### src/rtl/core/crc16_frame_append_check_top_assert.svh
// Assertion macros for the CRC-16 frame block.
// Each macro checks a property on i_clk, held off while i_rst_n is low.
`ifndef CRC16_FRAME_APPEND_CHECK_TOP_ASSERT_SVH
`define CRC16_FRAME_APPEND_CHECK_TOP_ASSERT_SVH

`ifndef SYNTH

// Same-cycle implication
`define CRCFA_ASSERT_NOW(label, ante, cons) \
    label: assert property (@(posedge i_clk) disable iff (!i_rst_n) \
        (ante) |-> (cons)) else $error("crcfa: same-cycle check failed");

// Next-cycle implication
`define CRCFA_ASSERT_NEXT(label, ante, cons) \
    label: assert property (@(posedge i_clk) disable iff (!i_rst_n) \
        (ante) |=> (cons)) else $error("crcfa: next-cycle check failed");

`else

`define CRCFA_ASSERT_NOW(label, ante, cons)
`define CRCFA_ASSERT_NEXT(label, ante, cons)

`endif

`endif

### src/rtl/core/crcfa_pkg.sv
package crcfa_pkg;

    // Reflected CRC-16/ARC polynomial
    localparam logic [15:0] CRC_POLY  = 16'hA001;
    localparam int          RES_SLOTS = 3;

    typedef enum logic {
        MODE_APPEND = 1'b0,
        MODE_CHECK  = 1'b1
    } t_mode;

    typedef struct packed {
        logic       op;
        logic [7:0] data_byte;
        logic       frame_end;
    } t_item;

    typedef struct packed {
        logic [7:0] out_byte;
        logic       is_verdict;
        logic       crc_ok;
        logic       out_last;
    } t_result;

    // Results produced by one input item, slot 0 goes out first
    typedef struct packed {
        logic [1:0]                    n;
        t_result [RES_SLOTS-1:0]       res;
    } t_load;

    // One byte step of the reflected CRC, LSB first
    function automatic logic [15:0] crc_update(input logic [15:0] crc,
                                               input logic [7:0]  b);
        logic [15:0] c;
        c = crc ^ {8'h00, b};
        for (int k = 0; k < 8; k++) begin
            c = c[0] ? ((c >> 1) ^ CRC_POLY) : (c >> 1);
        end
        return c;
    endfunction

endpackage

### src/rtl/core/crcfa_in_reg.sv
module crcfa_in_reg (
    input  logic           i_clk,
    input  logic           i_rst_n,
    input  logic           i_valid,
    output logic           o_ready,
    input  crcfa_pkg::t_item i_item,
    output logic           o_valid,
    input  logic           i_take,
    output crcfa_pkg::t_item o_item
);
    import crcfa_pkg::*;

    logic  r_valid;
    logic  n_valid;
    t_item r_item;

    // Accept when empty or when the held item leaves this cycle
    assign o_ready = !r_valid || i_take;
    assign o_valid = r_valid;
    assign o_item  = r_item;

    always_comb begin
        n_valid = r_valid;
        if (o_ready) begin
            n_valid = i_valid;
        end
    end

    // Hold the item until the core takes it
    always_ff @(posedge i_clk) begin
        if (!i_rst_n) begin
            r_valid <= 1'b0;
        end else begin
            r_valid <= n_valid;
        end
    end

    always_ff @(posedge i_clk) begin
        if (i_valid && o_ready) begin
            r_item <= i_item;
        end
    end

endmodule

### src/rtl/core/crcfa_core.sv
module crcfa_core (
    input  logic             i_clk,
    input  logic             i_rst_n,
    input  logic             i_item_valid,
    input  crcfa_pkg::t_item i_item,
    input  logic             i_can_load,
    output logic             o_take,
    output crcfa_pkg::t_load o_load
);
    import crcfa_pkg::*;

    logic        r_in_frame;
    t_mode       r_frame_mode;
    logic [15:0] r_crc_acc;
    logic [7:0]  r_held_bytes [2];
    logic [1:0]  r_held_count;

    logic        n_in_frame;
    t_mode       n_frame_mode;
    logic [15:0] n_crc_acc;
    logic [7:0]  n_held_bytes [2];
    logic [1:0]  n_held_count;

    logic        first;
    t_mode       mode;
    logic [15:0] base_crc;
    logic [7:0]  hb0;
    logic [7:0]  hb1;
    logic [1:0]  hc;
    logic [7:0]  crc_byte;
    logic [15:0] crc_next;
    logic        ok;

    assign o_take = i_item_valid && i_can_load;

    // Start of frame restarts the CRC and the delay line
    always_comb begin
        first    = !r_in_frame;
        mode     = first ? t_mode'(i_item.op) : r_frame_mode;
        base_crc = first ? 16'h0000 : r_crc_acc;
        hb0      = first ? 8'h00 : r_held_bytes[0];
        hb1      = first ? 8'h00 : r_held_bytes[1];
        hc       = first ? 2'd0 : r_held_count;
        crc_byte = (mode == MODE_APPEND) ? i_item.data_byte : hb0;
        crc_next = crc_update(base_crc, crc_byte);
    end

    // Next state and results for the current item
    always_comb begin
        n_in_frame      = !i_item.frame_end;
        n_frame_mode    = mode;
        n_crc_acc       = base_crc;
        n_held_bytes[0] = hb0;
        n_held_bytes[1] = hb1;
        n_held_count    = hc;
        ok              = 1'b0;
        o_load          = '0;
        unique case (mode)
            MODE_APPEND: begin
                n_crc_acc               = crc_next;
                o_load.res[0].out_byte  = i_item.data_byte;
                if (i_item.frame_end) begin
                    o_load.n                = 2'd3;
                    o_load.res[1].out_byte  = crc_next[7:0];
                    o_load.res[2].out_byte  = crc_next[15:8];
                    o_load.res[2].out_last  = 1'b1;
                end else begin
                    o_load.n = 2'd1;
                end
            end
            MODE_CHECK: begin
                if (hc[1]) begin
                    // Delay line full: oldest byte enters the CRC
                    n_crc_acc       = crc_next;
                    n_held_bytes[0] = hb1;
                    n_held_bytes[1] = i_item.data_byte;
                    n_held_count    = 2'd2;
                end else begin
                    if (hc[0]) begin
                        n_held_bytes[1] = i_item.data_byte;
                    end else begin
                        n_held_bytes[0] = i_item.data_byte;
                    end
                    n_held_count = hc + 2'd1;
                end
                ok = (n_held_count == 2'd2)
                     && (n_held_bytes[0] == n_crc_acc[7:0])
                     && (n_held_bytes[1] == n_crc_acc[15:8]);
                if (i_item.frame_end) begin
                    o_load.n                 = 2'd1;
                    o_load.res[0].is_verdict = 1'b1;
                    o_load.res[0].crc_ok     = ok;
                    o_load.res[0].out_last   = 1'b1;
                end
            end
            default: begin
                o_load = '0;
            end
        endcase
    end

    // Advance frame state on each transfer into the result buffer
    always_ff @(posedge i_clk) begin
        if (!i_rst_n) begin
            r_in_frame      <= 1'b0;
            r_frame_mode    <= MODE_APPEND;
            r_crc_acc       <= 16'h0000;
            r_held_bytes[0] <= 8'h00;
            r_held_bytes[1] <= 8'h00;
            r_held_count    <= 2'd0;
        end else if (o_take) begin
            r_in_frame      <= n_in_frame;
            r_frame_mode    <= n_frame_mode;
            r_crc_acc       <= n_crc_acc;
            r_held_bytes[0] <= n_held_bytes[0];
            r_held_bytes[1] <= n_held_bytes[1];
            r_held_count    <= n_held_count;
        end
    end

endmodule

### src/rtl/core/crcfa_out_buf.sv
module crcfa_out_buf (
    input  logic               i_clk,
    input  logic               i_rst_n,
    input  logic               i_load_valid,
    input  crcfa_pkg::t_load   i_load,
    output logic               o_can_load,
    output logic               o_valid,
    input  logic               i_ready,
    output crcfa_pkg::t_result o_result
);
    import crcfa_pkg::*;

    logic [1:0]              r_cnt;
    logic [1:0]              n_cnt;
    t_result [RES_SLOTS-1:0] r_res;
    t_result [RES_SLOTS-1:0] n_res;
    logic                    pop;

    assign o_valid    = (r_cnt != 2'd0);
    assign o_result   = r_res[0];
    assign pop        = o_valid && i_ready;
    // Room for a new group once the buffer drains this cycle
    assign o_can_load = (r_cnt == 2'd0) || ((r_cnt == 2'd1) && i_ready);

    // Load a new group or shift toward the head on each transfer
    always_comb begin
        n_cnt = r_cnt;
        n_res = r_res;
        if (i_load_valid) begin
            n_cnt = i_load.n;
            n_res = i_load.res;
        end else if (pop) begin
            n_cnt    = r_cnt - 2'd1;
            n_res[0] = r_res[1];
            n_res[1] = r_res[2];
        end
    end

    always_ff @(posedge i_clk) begin
        if (!i_rst_n) begin
            r_cnt <= 2'd0;
        end else begin
            r_cnt <= n_cnt;
        end
    end

    always_ff @(posedge i_clk) begin
        r_res <= n_res;
    end

endmodule

### src/rtl/core/crc16_frame_append_check_top.sv
// Channel   Valid         Ready         Payload
// input     i_in_valid    o_in_ready    i_op, i_data_byte, i_frame_end
// output    o_out_valid   i_out_ready   o_out_byte, o_is_verdict, o_crc_ok, o_out_last
//
// One byte per cycle enters while the result buffer has room; it is held in the input
// register, and its first result is then registered into the result buffer and offered.
// The last byte of an append frame yields three results, so input waits while the
// three-entry result buffer drains; that buffer sets the rate.
// Check frames give no result until the last byte, which gives the verdict.
// i_rst_n is synchronous and active low; it clears frame state and both buffers.
// A stalled output backs up through the result buffer into the input register.
module crc16_frame_append_check_top (
    input  logic       i_clk,
    input  logic       i_rst_n,
    input  logic       i_in_valid,
    output logic       o_in_ready,
    input  logic       i_op,
    input  logic [7:0] i_data_byte,
    input  logic       i_frame_end,
    output logic       o_out_valid,
    input  logic       i_out_ready,
    output logic [7:0] o_out_byte,
    output logic       o_is_verdict,
    output logic       o_crc_ok,
    output logic       o_out_last
);
    import crcfa_pkg::*;

    t_item   in_item;
    t_item   reg_item;
    logic    reg_valid;
    logic    take;
    logic    can_load;
    t_load   load;
    t_result result;

    assign in_item.op        = i_op;
    assign in_item.data_byte = i_data_byte;
    assign in_item.frame_end = i_frame_end;

    // Input register
    crcfa_in_reg u_in_reg (
        .i_clk   (i_clk),
        .i_rst_n (i_rst_n),
        .i_valid (i_in_valid),
        .o_ready (o_in_ready),
        .i_item  (in_item),
        .o_valid (reg_valid),
        .i_take  (take),
        .o_item  (reg_item)
    );

    // Frame state and CRC update
    crcfa_core u_core (
        .i_clk        (i_clk),
        .i_rst_n      (i_rst_n),
        .i_item_valid (reg_valid),
        .i_item       (reg_item),
        .i_can_load   (can_load),
        .o_take       (take),
        .o_load       (load)
    );

    // Result buffer
    crcfa_out_buf u_out_buf (
        .i_clk        (i_clk),
        .i_rst_n      (i_rst_n),
        .i_load_valid (take),
        .i_load       (load),
        .o_can_load   (can_load),
        .o_valid      (o_out_valid),
        .i_ready      (i_out_ready),
        .o_result     (result)
    );

    assign o_out_byte   = result.out_byte;
    assign o_is_verdict = result.is_verdict;
    assign o_crc_ok     = result.crc_ok;
    assign o_out_last   = result.out_last;

`include "crc16_frame_append_check_top_assert.svh"

    // An item yields zero, one or three results, never two
    `CRCFA_ASSERT_NOW(a_load_count, take, load.n != 2'd2)
    // A verdict always closes its frame
    `CRCFA_ASSERT_NOW(a_verdict_last, o_out_valid && o_is_verdict, o_out_last)
    // Append results never claim a match
    `CRCFA_ASSERT_NOW(a_append_no_ok, o_out_valid && !o_is_verdict, !o_crc_ok)
    // A loaded group of results is offered on the output in the next cycle
    `CRCFA_ASSERT_NEXT(a_load_shows, take && (load.n != 2'd0), o_out_valid)

endmodule

### config.mk
export PLATFORM = sky130hd
export DESIGN_NAME = crc16_frame_append_check_top
export DESIGN_NICKNAME = d
export VERILOG_FILES = /design/src/rtl/core/crcfa_pkg.sv /design/src/rtl/core/crcfa_in_reg.sv /design/src/rtl/core/crcfa_core.sv /design/src/rtl/core/crcfa_out_buf.sv /design/src/rtl/core/crc16_frame_append_check_top.sv
export VERILOG_INCLUDE_DIRS = /design/src /design/src/rtl/core
export SDC_FILE = /design/constraint.sdc
export NUM_CORES = 1
export LEC_CHECK = 0
export ABC_CLOCK_PERIOD_IN_PS = 3400
export BUFFER_PORTS_ARGS = -buffer_cell sky130_fd_sc_hd__buf_2
export CELL_PAD_IN_SITES_DETAIL_PLACEMENT = 0
export CELL_PAD_IN_SITES_GLOBAL_PLACEMENT = 1
export CORE_ASPECT_RATIO = 0.8
export CORE_MARGIN = 2
export CORE_UTILIZATION = 40
export DETAILED_ROUTE_END_ITERATION = 10
export HOLD_SLACK_MARGIN = 0.06
export PLACE_DENSITY_LB_ADDON = 0.1
export SLEW_MARGIN = 20
export SYNTH_ARGS = -nofsm -noshare
export SYNTH_HDL_FRONTEND = slang
export SYNTH_SLANG_ARGS = --single-unit
### constraint.sdc
create_clock -name i_clk -period 3.4 [get_ports i_clk]
set_input_delay 0.17 -clock i_clk [delete_from_list [all_inputs] [get_ports i_clk]]
set_output_delay 0.17 -clock i_clk [all_outputs]
set_load 0.05 [all_outputs]
==> summary.txt <==
Status
  • Status: finished clean

Critical path
  • Slowest stage delay, CP: 550 ps
  • Critical Path RT: 3610 ps
  • Crit Path Class: reg -> reg
  • Critical path's slowest cell: xnor3_2
  • Crit path capture type: register
  • Cells along the critical path: mux2i_1 > xnor2_1 > a22oi_4 > xor2_2 > xnor3_2 > xor3_1 > a211o_1 > nor4_1 > o221a_1
  • Setup crit start kind: register
  • Critical path peak fanout: 6
  • Data arrival time of the worst path: 3400 ps

Cells and area
  • Share of cells above drive strength 1: 0.185
  • P&R area growth vs syn: 16.8%
  • Final core area utilization: 0.484
  • Final net count: 503
  • Diodes inserted: 0
  • Fillers: 1008

Timing
  • Setup TNS: 0 ps
  • Slew headroom: 0.555
  • Max Slew Vio Count: 0
  • Final setup viols: 0
  • Worst slew pin tran: 666 ps
  • RSZ-0062 raised after global routing: false
  • Period utilisation layout: 0.938
  • Final min period: 3190 ps
  • Fin. Hold Viols: 0
  • Worst clock skew: 8.14 ps
  • Max Freq: 0.314 GHz

Synth
  • Complex-gate fraction of the synthesized area: 0.197
  • Mux cell area share after synthesis: 0.0391
  • Ys Warns: 0
  • Mapped Cells: 449
  • Area leader, netlist: edfxtp_1
  • Post-synth top cells: edfxtp_1, nand2_1, xnor2_1
  • Post-synthesis xor/xnor area fraction: 0.115
  • Register area share after synthesis: 0.460
  • Post-Synth Adder-Cell Area: 0.00547
  • Area contributors post-synth: edfxtp_1, dfxtp_1, xnor2_1
  • Largest family of logic cells by synthesized area: compound AO/OA/AOI/OAI gates
  • Dominant synthesized flop cell: edfxtp_1
  • Simple logic cell fraction of the synthesized area: 0.126
  • Count leader, synth: edfxtp_1
  • FF+latch count, synth: 78
  • Net Count, Synth: 465
  • Async set-reset flop share out of synthesis: 0
  • Mapped Area: 4570 um^2
  • Post-synth top area share: 0.355
  • Netlist cell types: 62
  • Post-synth EDFFs: 54
  • Post-Syn Area per Cell: 10.2 um^2

Global routing
  • Vias in the first global route: 3518
  • Total gr overflow: 0
  • Initial antenna violation count: 0
  • Largest net degree at the start of global routing: 37
  • First-pass GRT wire length: 20.6 mm
  • GRT Util Overall: 0.228

Pwr
  • P_leak: 2.05 nW
  • Max VDD drop: 0.000241 V
  • Pwr dens: 657 nW/um^2

Floorplanning
  • Die Wd: 124 um
  • Die Height: 99.6 um
  • Core area: 11000 um^2
  • DIE AREA: 12300 um^2
  • Num ports: 27
  • FP Rows: 34
  • Initial core utilization: 0.415

Flow run
  • Max-Cap Viols: 0

Route
  • Routed wire length: 13.4 mm
  • Routed Antenna Nets: 0
  • Wire per inst: 21.0 um
  • Vias/cell: 5.73
  • Initial DRC count: 365
  • Vias: 3646
  • DRC: 0
  • DRT Pass-1 Iters: 5

Clocking
  • Worst-Skew Late Latency: 340 ps
  • Clock transition at path regs: 70 ps
  • Total CTS buffers: 9
  • CTS tree: done
  • # clock sinks: 78
  • CTS Root Cell: clkbuf_16
  • CTS H-tree lvls: 3
  • Clock buffer depth: 2

Min path
  • HP Class: in -> reg

Placement
  • DP HPWL: 9.62 mm
  • GPL Wtd Cong: 0.962
  • Number of port buffers: 26
## report_power, final
part,internal (W),total (W),switching [W]
combinational,0.000498,0.00125,0.000753
sequential,0.00119,0.00129,0.0000919
clock,0.000571,0.000970,0.000399
## state kept, by name (all words and copies together), names as in the netlist, 2 cells and up
register             cells
u_core.r_held_count      2
u_core.r_crc_acc        16
u_in_reg.o_item         10
u_out_buf.r_res         18
u_core.r_held_bytes     16
u_out_buf.o_result      11
u_out_buf.r_cnt          2
## worst paths after layout
path,start,endpoint,slack (ps),depth (start not counted)
max reg2reg,u_core.r_frame_mode,u_out_buf.o_result[1],210,9
min,i_in_valid,u_in_reg.o_valid,70,3
min reg2reg,u_out_buf.r_res[22],u_out_buf.r_res[11],500,2
max,u_core.r_frame_mode,u_out_buf.o_result[1],210,9
## metrics by stage
step | setup slack (ps) | std cells | cell area (um^2) | hold slack, ps | power (W)
6_report | 210 | 636 | 5340 | 72.6 | 0.00351
5_1_grt | 65.5 | 636 | 5340 | 93.1 | 0.00368
4_1_cts | 180 | 636 | 5330 | 64.2 | 0.00352
3_5_place_dp | 208 | 610 | 4940 | 348 | 0.00254
3_3_place_gp | 254 | 610 | 4940 | 349 | 0.00253
2_1_floorplan | 531 | 449 | 4570 | 269 | 0.00219
## repair_timing
action / 4_1_cts / 5_1_grt
setup endpoints to repair: 0 / 1
hold endpoints to repair: 10 / 0
setup buffers: 0 / 0
hold buffers: 10 / 0
gates resized for setup: 0 / 1
## cell type report
class,instances,area (um^2),area share
Clock buffer,11,233,0.0436
Inverter,15,56.3,0.0105
Sequential cell,78,2100,0.394
Multi-Input combinational cell,313,2210,0.414
Clock inverter,5,58.8,0.0110
Tap cell,144,180,0.0338
Timing Repair Buffer,70,498,0.0933
## metal layers
layer	global-route usage	wire length, um	vias up
met5	0	0	-
met4	0.0507	113	0
met3	0.0516	1110	11
met1	0.353	6550	1780
met2	0.321	5600	140
li1	-	-	1715
## logic make-up (layout without fill, tap and decap cells)
family,Yosys count,in the layout
adders and majority gates,2,2
and+or+nand+nor,123,123
AOI/OAI and AO/OA,120,120
buffers and inverters,58,101
DFF,78,78
muxes,17,17
xor gates and xnor gates,51,51
## critical path: cells and delay by family (launching register included)
family | cells | cell delay, ps
and+or+nand+nor | 1 | 290
AOI/OAI and AO/OA | 3 | 650
muxes | 1 | 140
xor gates and xnor gates | 4 | 1500
DFF | 1 | 490
## cells in the final DEF, fill, tap and decap left out, types with 13 or more instances in the layout
cell	netlist	routed
buf_2	7	26
nand2_1	39	39
buf_4	8	33
xnor2_1	34	34
a22o_1	20	20
nand3_1	21	21
edfxtp_1	54	54
o21ai_0	19	19
a21oi_1	13	13
nor2_1	29	29
dfxtp_1	24	24
inv_1	14	14
Power figures use the tool's default switching activity.
